[config.mk]
export PLATFORM = sky130hd
export DESIGN_NAME = calendar_date_counter
export DESIGN_NICKNAME = d
export VERILOG_FILES = /design/src/sv/cdate_pkg.sv /design/src/sv/cdate_ctrl.sv /design/src/sv/cdate_dp.sv /design/src/sv/calendar_date_counter.sv
export SDC_FILE = /design/constraint.sdc
export NUM_CORES = 1
export LEC_CHECK = 0
export BUFFER_PORTS_ARGS = -buffer_cell sky130_fd_sc_hd__buf_2
export CAP_MARGIN = 5
export CORE_ASPECT_RATIO = 0.75
export CORE_MARGIN = 2
export CORE_UTILIZATION = 40
export DETAILED_ROUTE_END_ITERATION = 10
export SETUP_SLACK_MARGIN = 0.02
export SLEW_MARGIN = 20
export SYNTH_ARGS = -nofsm -noshare
export SYNTH_HDL_FRONTEND = slang
export SYNTH_SLANG_ARGS = --single-unit
[constraint.sdc]
create_clock -name clk -period 4.2 [get_ports clk]
set_input_delay 0.42 -clock clk [delete_from_list [all_inputs] [get_ports clk]]
set_output_delay 0.42 -clock clk [all_outputs]
set_load 0.05 [all_outputs]
[src/sv/cdate_pkg.sv]
// Shared types, codes and calendar functions for the calendar date counter.
// Depends on nothing; used by cdate_ctrl, cdate_dp and calendar_date_counter.
package cdate_pkg;

  localparam int MonthW = 4;
  localparam int DayW   = 5;
  localparam int YearW  = 12;
  localparam int CountW = 16;

  localparam logic [YearW-1:0]  YearMin  = YearW'(1900);
  localparam logic [YearW-1:0]  YearMax  = YearW'(2100);
  localparam logic [YearW-1:0]  YearTop  = YearW'(4095);
  localparam logic [MonthW-1:0] MonthDec = MonthW'(12);
  localparam logic [MonthW-1:0] MonthJan = MonthW'(1);
  localparam logic [MonthW-1:0] MonthFeb = MonthW'(2);
  localparam logic [DayW-1:0]   DayFirst = DayW'(1);
  localparam logic [DayW-1:0]   DayLast  = DayW'(31);
  localparam logic [DayW-1:0]   DayLeap  = DayW'(29);

  // 25 * Inv25 == 1 mod 4096; y is a multiple of 25 iff y * Inv25 mod 4096 <= 4095 / 25
  localparam logic [YearW-1:0] Inv25   = YearW'(3113);
  localparam logic [YearW-1:0] Lim25   = YearW'(4095 / 25);

  typedef enum logic [1:0] {
    KIND_SET     = 2'd0,
    KIND_ADVANCE = 2'd1,
    KIND_POSTFIX = 2'd2,
    KIND_NONE    = 2'd3
  } kind_t;

  typedef enum logic [1:0] {
    ST_OK        = 2'd0,
    ST_BAD_MONTH = 2'd1,
    ST_BAD_YEAR  = 2'd2,
    ST_BAD_DAY   = 2'd3
  } status_t;

  typedef struct packed {
    logic [1:0]        kind;
    logic [MonthW-1:0] set_month;
    logic [DayW-1:0]   set_day;
    logic [YearW-1:0]  set_year;
    logic [CountW-1:0] day_count;
  } in_beat_t;

  typedef struct packed {
    logic [MonthW-1:0] out_month;
    logic [DayW-1:0]   out_day;
    logic [YearW-1:0]  out_year;
    logic [1:0]        status;
    logic              overflow;
  } out_beat_t;

  typedef struct packed {
    logic accept;
    logic run_step;
  } cmd_t;

  typedef struct packed {
    logic needs_run;
    logic cnt_last;
  } dp_status_t;

  typedef struct packed {
    logic [MonthW-1:0] month;
    logic [DayW-1:0]   day;
    logic [YearW-1:0]  year;
  } date_t;

  function automatic logic is_leap(input logic [YearW-1:0] y);
    logic [YearW-1:0] prod;
    logic             div25;
    prod  = y * Inv25;
    div25 = (prod <= Lim25);
    return (y[1:0] == 2'd0) && (!div25 || (y[3:0] == 4'd0));
  endfunction

  function automatic logic [DayW-1:0] days_in(input logic [MonthW-1:0] m,
                                             input logic [YearW-1:0] y);
    logic [DayW-1:0] len;
    case (m)
      4'd2:                         len = is_leap(y) ? DayLeap : DayW'(28);
      4'd4, 4'd6, 4'd9, 4'd11:      len = DayW'(30);
      default:                      len = DayLast;
    endcase
    return len;
  endfunction

endpackage

[src/sv/cdate_ctrl.sv]
// Controller for the calendar date counter: handshakes, run state, result valid.
// Depends on cdate_pkg; drives cdate_dp through cmd_t and reads dp_status_t.
module cdate_ctrl
  import cdate_pkg::*;
(
  input  logic       clk,
  input  logic       rst,
  input  logic       in_valid,
  output logic       in_ready,
  output logic       out_valid,
  input  logic       out_ready,
  input  dp_status_t sts,
  output cmd_t       cmd
);

  typedef enum logic {
    S_IDLE,
    S_RUN
  } state_t;

  state_t state;

  assign in_ready     = (state == S_IDLE) && (!out_valid || out_ready);
  assign cmd.accept   = in_valid && in_ready;
  assign cmd.run_step = (state == S_RUN);

  always_ff @(posedge clk) begin
    if (rst) begin
      state     <= S_IDLE;
      out_valid <= 1'b0;
    end else begin
      unique case (state)
        S_IDLE: begin
          if (cmd.accept) begin
            if (sts.needs_run) begin
              state     <= S_RUN;
              out_valid <= 1'b0;
            end else begin
              out_valid <= 1'b1;
            end
          end else if (out_ready) begin
            out_valid <= 1'b0;
          end
        end
        S_RUN: begin
          if (sts.cnt_last) begin
            state     <= S_IDLE;
            out_valid <= 1'b1;
          end
        end
        default: state <= S_IDLE;
      endcase
    end
  end

endmodule

[src/sv/cdate_dp.sv]
// Datapath for the calendar date counter: held date, day stepper, count, result beat.
// Depends on cdate_pkg; commanded by cdate_ctrl.
module cdate_dp
  import cdate_pkg::*;
(
  input  logic       clk,
  input  logic       rst,
  input  in_beat_t   in_data,
  input  cmd_t       cmd,
  output dp_status_t sts,
  output out_beat_t  out_data
);

  date_t             cur;
  date_t             step_date;
  logic              step_sat;
  logic [CountW-1:0] cnt;
  logic              ovf_acc;
  kind_t             kind;
  logic              month_ok;
  logic              year_ok;
  logic              day_ok;
  logic [MonthW-1:0] m_eff;
  logic [DayW-1:0]   len;
  out_beat_t         acc_beat;

  assign kind          = kind_t'(in_data.kind);
  assign sts.needs_run = (kind == KIND_ADVANCE) && (in_data.day_count != '0);
  assign sts.cnt_last  = (cnt == CountW'(1));

  always_comb begin
    m_eff     = ((cur.month >= MonthJan) && (cur.month <= MonthDec)) ? cur.month : MonthJan;
    len       = days_in(m_eff, cur.year);
    step_date = cur;
    step_sat  = 1'b0;
    if (cur.day < len) begin
      step_date.day = cur.day + DayW'(1);
    end else if (m_eff < MonthDec) begin
      step_date.month = m_eff + MonthW'(1);
      step_date.day   = DayFirst;
    end else if (cur.year >= YearTop) begin
      step_date.month = MonthDec;
      step_date.day   = DayLast;
      step_sat        = 1'b1;
    end else begin
      step_date.year  = cur.year + YearW'(1);
      step_date.month = MonthJan;
      step_date.day   = DayFirst;
    end
  end

  assign month_ok = (in_data.set_month >= MonthJan) && (in_data.set_month <= MonthDec);
  assign year_ok  = (in_data.set_year >= YearMin) && (in_data.set_year <= YearMax);
  assign day_ok   = (in_data.set_day >= DayFirst) &&
                    (in_data.set_day <= days_in(in_data.set_month, in_data.set_year));

  always_comb begin
    acc_beat.out_month = cur.month;
    acc_beat.out_day   = cur.day;
    acc_beat.out_year  = cur.year;
    acc_beat.status    = ST_OK;
    acc_beat.overflow  = 1'b0;
    unique case (kind)
      KIND_SET: begin
        if (!month_ok) begin
          acc_beat.status = ST_BAD_MONTH;
        end else begin
          acc_beat.out_month = in_data.set_month;
          if (!year_ok) begin
            acc_beat.status = ST_BAD_YEAR;
          end else begin
            acc_beat.out_year = in_data.set_year;
            if (day_ok) begin
              acc_beat.out_day = in_data.set_day;
            end else begin
              acc_beat.status = ST_BAD_DAY;
            end
          end
        end
      end
      KIND_POSTFIX: acc_beat.overflow = step_sat;
      default: ;
    endcase
  end

  always_ff @(posedge clk) begin
    if (rst) begin
      cur.month <= MonthJan;
      cur.day   <= DayFirst;
      cur.year  <= YearMin;
    end else if (cmd.accept) begin
      unique case (kind)
        KIND_SET: begin
          if (month_ok) begin
            cur.month <= in_data.set_month;
            if (year_ok) begin
              cur.year <= in_data.set_year;
              if (day_ok) begin
                cur.day <= in_data.set_day;
              end
            end
          end
        end
        KIND_POSTFIX: cur <= step_date;
        default: ;
      endcase
    end else if (cmd.run_step) begin
      cur <= step_date;
    end
  end

  always_ff @(posedge clk) begin
    if (cmd.accept) begin
      cnt      <= in_data.day_count;
      ovf_acc  <= 1'b0;
      out_data <= acc_beat;
    end else if (cmd.run_step) begin
      cnt     <= cnt - CountW'(1);
      ovf_acc <= ovf_acc | step_sat;
      if (sts.cnt_last) begin
        out_data.out_month <= step_date.month;
        out_data.out_day   <= step_date.day;
        out_data.out_year  <= step_date.year;
        out_data.status    <= ST_OK;
        out_data.overflow  <= ovf_acc | step_sat;
      end
    end
  end

endmodule

[src/sv/calendar_date_counter.sv]
// Calendar date counter top level: joins cdate_ctrl and cdate_dp.
// Depends on cdate_pkg, cdate_ctrl, cdate_dp.
//
// Holds a Gregorian date (reset: January 1, 1900) and answers every input beat
// with one result beat. A set beat checks month, year, then day, and reports an
// error code while keeping the fields written before the failing check. A
// postfix beat steps one day and reports the old date. Set, postfix and
// zero-count advance beats are answered on acceptance; an advance by N days
// runs the day stepper once per day after acceptance and reports the new date.
// Past December 31 of 4095 the date holds and the overflow flag is set. One beat
// is in work at a time; the next is taken while the result waits in the output
// register, as soon as that register is being emptied or is empty.
module calendar_date_counter
  import cdate_pkg::*;
(
  input  logic      clk,
  input  logic      rst,
  input  logic      in_valid,
  output logic      in_ready,
  input  in_beat_t  in_data,
  output logic      out_valid,
  input  logic      out_ready,
  output out_beat_t out_data
);

  cmd_t       cmd;
  dp_status_t sts;

  cdate_ctrl u_ctrl (
    .clk       (clk),
    .rst       (rst),
    .in_valid  (in_valid),
    .in_ready  (in_ready),
    .out_valid (out_valid),
    .out_ready (out_ready),
    .sts       (sts),
    .cmd       (cmd)
  );

  cdate_dp u_dp (
    .clk      (clk),
    .rst      (rst),
    .in_data  (in_data),
    .cmd      (cmd),
    .sts      (sts),
    .out_data (out_data)
  );

endmodule
==> results of run 1 <==
-- layout by cell type (no fill, tap or decap), types with 4 or more instances in the layout --
cell type	instances
edfxtp_1	40
or4_1	4
o22ai_1	6
buf_2	67
o21ai_1	5
a21oi_2	5
xnor2_1	29
nand2_1	63
xor2_1	7
fa_1	10
o21a_1	5
dfxtp_1	21
nand2b_1	10
o221ai_1	6
a21oi_1	39
or2_2	4
inv_1	61
mux2i_1	13
o31ai_1	7
nand3_1	16
nor3_1	17
inv_2	4
nand4_1	8
and2_1	9
and3_1	9
o21ai_0	42
clkbuf_16	10
a211oi_1	6
buf_4	43
ha_4	7
nor4_1	12
o211ai_1	7
ha_1	50
nor2_1	37
a31oi_1	10
-- worst max-delay path: cells and delay by family (launching register included) --
family,cells,cell delay (ns)
fa+ha+maj,4,1.31
compound gates,4,1.05
simple gates,4,0.81
flops,1,0.36
buf+inv,3,0.26
-- per-stage QoR --
step | util, % | cells | power, W | cell area, um^2 | TNS [ns]
detailed placement | 46.11 | 956 | 0.001647 | 6621 | -4.920
floorplan | - | 676 | 0.001398 | 5821 | 0
CTS | 48.33 | 972 | 0.002365 | 6939 | 0
global route | 50.31 | 976 | 0.002574 | 7223 | 0
global placement | 46.11 | 956 | 0.001624 | 6621 | -1.899
finish | 50.31 | 976 | 0.002436 | 7223 | 0
-- per-layer routing --
metal	vias to the layer above	GRT usage, %	routed length, um
met3	24	4.694	1165
met5	-	0	0
li1	2668	-	-
met4	0	5.882	276
met1	2690	32.70	8477
met2	235	34.93	7754
-- state kept, by name, indices dropped and copies added (netlist names) --
signal,count
u_ctrl.out_valid,1
u_dp.cur,21
u_dp.ovf_acc,1
u_dp.out_data,24
u_dp.cnt,16
u_ctrl.state,1
-- report_power, final --
group	switching, W	internal (W)	total (W)
combinational	0.000542	0.000400	0.000942
sequential	0.0000481	0.000740	0.000788
clock	0.000276	0.000430	0.000705
-- logic make-up after synthesis --
logic type,count (synthesis)
adders and majority gates,71
muxes,18
AOI/OAI and AO/OA,183
DFF,64
xor gates and xnor gates,37
buffers and inverters,94
and+or+nand+nor,209
-- repair_timing --
action	CTS	global route
pin swaps	4	26
gates resized for setup	8	46
hold buffers	0	0
endpoints found under the hold margin	0	0
cloned	0	1
setup endpoints to repair	10	32
setup buffers	0	3
-- path summary, 6_finish.rpt --
kind	to	startpoint	slack, ns
setup / recovery	u_dp.out_data[22]	u_dp.cur[4]	0.14
hold / removal	u_dp.cnt[5]	in_data[5]	0.38
setup reg to reg	u_dp.out_data[22]	u_dp.cur[4]	0.14
hold reg to reg	u_dp.ovf_acc	u_dp.ovf_acc	0.49
-- cell type report --
type | count | area, um^2 | area share (%)
clock buffers | 13 | 260.3 | 3.603
inverters | 65 | 244.0 | 3.378
clock inverters | 3 | 17.52 | 0.2425
well taps | 200 | 250.2 | 3.464
flip-flops and latches | 64 | 1690 | 23.40
repair buffers | 113 | 714.4 | 9.891
multi-input cells | 518 | 4046 | 56.02
==> summary.txt, run 1 <==
Hold_ws: 0.3775 ns
Status: complete, no violations
Seq/Total Area, Yosys: 28.89%
Mean post-synth cell area: 8.610 um^2
Hold WC Path Type: primary input to flop
CTS H-tree lvls: 3
Pwr/cell area: 337.2 nW/um^2
Pins Over Slew Limit: 0
Tcrit/Tclk final: 96.67%
Die height: 108.5 um
Worst path max stage delay: 0.50 ns
WP data arrival: 4.14 ns
Share of flip-flops with an asynchronous set or reset: 0%
Yosys top cell area share: 20.64%
Routed Antenna Nets: 0
Cell count after synthesis: 676
Drt drc: 0
Final Critical Period: 4.060 ns
Total GRT Usage: 22.78%
Area leader, netlist: edfxtp_1
Routability-driven placement congestion ratio: 0.9133
First-pass DRT Iterations: 7
VDD IR max: 0.2119 mV
Port bufs: 68
Global route overflow: 0
Slew margin rel.: 36.98%
Max Cap Violations: 0
Die ar.: 15,540 um^2
Share of post-route cells with drive strength above 1: 24.74%
Most frequent cell after synthesis: inv_1
Vias in the first global route: 5,194
Synth Area in XOR/XNOR: 5.567%
Maximum clock frequency: 0.2463 GHz
Cts bufs inserted: 9
Clk root buf: clkbuf_16
Most used DFF post-synth: edfxtp_1
Core box area: 14,360 um^2
Worst-path cell chain: ha_1, inv_1, fa_1, inv_1, ha_1, ha_4, nor2b_2, o31a_1, o21ai_2, nor3b_4, o2111ai_4, and2_4, clkbuf_16, o311ai_2, nand3_1
Max clock buf depth: 2
Crit path max fanout: 6
Final setup viols: 0
Slew @ Worst Pin: 0.9454 ns
EDFF count, synth: 40
Crit end category: flop
Clock sinks: 64
Clk_lat worst skew: 0.34 ns
Syn_nets: 790
Starting Density: 40.54%
Hold Vio Cnt, Final: 0
Hold path cells: 3
Pre-CTS WS: -0.5191 ns
First-pass GRT wire length: 27,500 um
Pin count of the biggest net entering global routing: 58
Skew final: 0.006539 ns
IO Count: 69
Req. time, crit path: 4.28 ns
FP Rows: 38
Final net count: 885
Reg2Reg Depth: 15
Antenna violations before repair: 0
Drt wl/cell: 18.11 um
Area added between synthesis and finish: 24.10%
RSZ-0062 raised after global routing: false
Fill count: 1,366
Leakage: 2.977 nW
Largest family of logic cells by synthesized area: compound AO/OA/AOI/OAI gates
Cell Area, Synth: 5821 um^2
HPWL Detailed: 13,080 um
Crit path kind: flop to flop
Via count: 5,617
Post-Synth Adder-Cell Area: 16.81%
Reg clk slew, reported paths: 0.05 ns
Mux share of post-synthesis cell area: 3.160%
Ant diodes: 0
Initial drt markers: 670
Synth cell count leaders: inv_1 (65), nand2_1 (64), ha_1 (59)
Count of cell types in the netlist: 71
CP max-delay cell: fa_1
Compound-Gate Fraction of Synth Area: 21.04%
Final WS setup: 0.1398 ns
DRT Wirelength: 17,670 um
Vias per std cell: 5.755
Crit path launch type: flop
CTS tree: done
Post-synthesis register bit count: 64
Simple-Gate Fraction of Synth Area: 18.23%
Yosys warns: 0
Synth area leaders: edfxtp_1 (21%), ha_1 (13%), dfxtp_1 (8.3%)
Chip Width: 143.3 um
Power figures use the tool's default switching activity.
==> run 2, diff against run 1 <==
--- a/config.mk
+++ b/config.mk
@@ -9,2 +9,4 @@
 export CAP_MARGIN = 5
+export CELL_PAD_IN_SITES_DETAIL_PLACEMENT = 0
+export CELL_PAD_IN_SITES_GLOBAL_PLACEMENT = 1
 export CORE_ASPECT_RATIO = 0.75
@@ -13,2 +15,3 @@
 export DETAILED_ROUTE_END_ITERATION = 10
+export PLACE_DENSITY_LB_ADDON = 0.1
 export SETUP_SLACK_MARGIN = 0.02
==> constraint.sdc (replaced) <==
create_clock -name clk -period 4.2 [get_ports clk]
set_input_delay 0.21 -clock clk [delete_from_list [all_inputs] [get_ports clk]]
set_output_delay 0.21 -clock clk [all_outputs]
set_load 0.05 [all_outputs]
==> summary.txt, run 2 (synthesis gave the netlist of run 1 again) <==
FP Rows: 38
Biggest register: u_dp.out_data
Hold WC Path Type: primary input to flop
WP data arrival: 4.10 ns
Fin util: 49.84%
Leakage: 3.027 nW
Final net count: 893
Die ar.: 15,540 um^2
Req. time, crit path: 4.27 ns
Final Critical Period: 4.030 ns
Pins Over Slew Limit: 0
Post-DP Area: 6716 um^2
Global route overflow: 0
Crit path max fanout: 4
CP dominant cell by count: ha_1
CP max-delay cell: fa_1
Status: complete, no violations
Drt wl/cell: 18.63 um
Hold Vio Cnt, Final: 0
Routed Antenna Nets: 0
Slew @ Worst Pin: 0.8357 ns
# hold bufs at CTS: 0
First-pass DRT Iterations: 6
Ant diodes: 0
Chip Width: 143.3 um
Total power: 0.002479 W
Crit path launch type: flop
Clk root buf: clkbuf_16
Drt drc: 0
Crit end category: flop
Total GRT Usage: 24.32%
Tcrit/Tclk final: 95.94%
Max clock buf depth: 2
VDD IR max: 0.1894 mV
Maximum clock frequency: 0.2482 GHz
Worst-path cell chain: ha_1, inv_1, fa_1, inv_1, ha_1, ha_1, nor2b_2, o31a_1, o21ai_1, nor3b_4, o2111ai_4, and2_4, buf_4, nor4_2, a221oi_2
Cts bufs inserted: 9
IO Count: 69
Initial drt markers: 510
Max Cap Violations: 0
Clk_lat worst skew: 0.35 ns
Port bufs: 68
Die height: 108.5 um
Clock sinks: 64
Leading registers by flop count: u_dp.out_data x24, u_dp.cur x21, u_dp.cnt x16
DRT Wirelength: 18,340 um
Skew final: 0.009871 ns
Pin count of the biggest net entering global routing: 51
First-pass GRT wire length: 29,010 um
Starting Density: 40.54%
Antenna violations before repair: 0
CTS tree: done
Routability-driven placement congestion ratio: 0.9302
Vias per std cell: 5.664
Pwr/cell area: 346.3 nW/um^2
Finished Cell Area: 7157 um^2
Core box area: 14,360 um^2
CTS H-tree lvls: 3
Share of post-route cells with drive strength above 1: 23.21%
Slew margin rel.: 43.86%
Area added between synthesis and finish: 22.96%
Reg clk slew, reported paths: 0.06 ns
HPWL Detailed: 13,980 um
Most used cells in the layout excluding fill and tap cells: buf_2 (68), inv_1 (65), nand2_1 (62), ha_1 (58), buf_4 (51)
Via count: 5,573
Crit path kind: flop to flop
Vias in the first global route: 5,446
Final setup viols: 0
Worst path max stage delay: 0.50 ns
Commonest non-fill, non-tap cell in the layout: buf_2
RSZ-0062 raised after global routing: true
Max reg flops: 24
==> run 2: changes by cell type in the layout (fill, tap and decap cells not counted), moves of 4 or more <==
| cell | change |
|---|---|
| a21oi_2 | -4 |
| inv_2 | -4 |
| ha_4 | -6 |
| buf_4 | +8 |
| inv_1 | +4 |
| a21oi_1 | +4 |
| ha_1 | +8 |
==> run 2: area by class of cell <==
type / instances / area (um^2)
clock buffers: 10 / 229.0
clock inverters: 6 / 60.06
fillers: 1418 / 7202
inverters: 65 / 244.0
multi-input cells: 518 / 3928
flip-flops and latches: 64 / 1683
well taps: 200 / 250.2
repair buffers: 121 / 763.2
==> run 2: per-layer routing <==
layer	part of all wire [%]	up-vias	track usage (%)
met5	0	-	0
met3	7.8	33	4.650
met2	42	216	37.22
met4	1.4	0	6.303
met1	48	2648	35.22
li1	-	2676	-
==> run 2: timing repair <==
action / CTS / global route
setup buffers: 0 / 1
hold endpoints to repair: 0 / 0
gates resized for setup: 1 / 29
pin swaps: 0 / 16
endpoints found under the setup margin: 2 / 28
==> run 2: path summary, 6_finish.rpt <==
kind,from,to,slack (ns),cells past startpoint
setup / recovery,u_dp.cur[2],u_dp.out_data[10],0.17,15
hold / removal,in_data[5],u_dp.cnt[5],0.16,3
hold reg to reg,u_dp.ovf_acc,u_dp.ovf_acc,0.47,2
setup reg to reg,u_dp.cur[2],u_dp.out_data[10],0.17,15
==> run 2: through the flow <==
step / worst slack, ns / hold WS [ns] / std cells / TNS (ns)
6_report: 0.1705 / 0.1584 / 984 / 0
5_1_grt: -0.03137 / 0.1866 / 984 / -0.03619
4_1_cts: 0.06134 / 0.1507 / 983 / 0
3_5_place_dp: -0.2959 / 0.4449 / 967 / -2.565
3_3_place_gp: -0.1388 / 0.4394 / 967 / -1.013
2_1_floorplan: 0.2316 / 0.3715 / 676 / 0
==> run 2: report_power, final <==
part	internal [W]	switching (W)	total, W
sequential	0.000741	0.0000501	0.000791
clock	0.000457	0.000309	0.000766
combinational	0.000386	0.000536	0.000922
total	0.00158	0.000895	0.00248
==> run 2: critical path, delay by kind of cell (launching register included) <==
| family | cells | cell delay [ns] |
|---|---|---|
| flip-flops | 1 | 0.35 |
| buffers and inverters | 3 | 0.23 |
| AO/OA/AOI/OAI | 4 | 0.81 |
| adder cells (fa/ha/maj) | 4 | 1.39 |
| AND/OR/NAND/NOR | 4 | 0.98 |
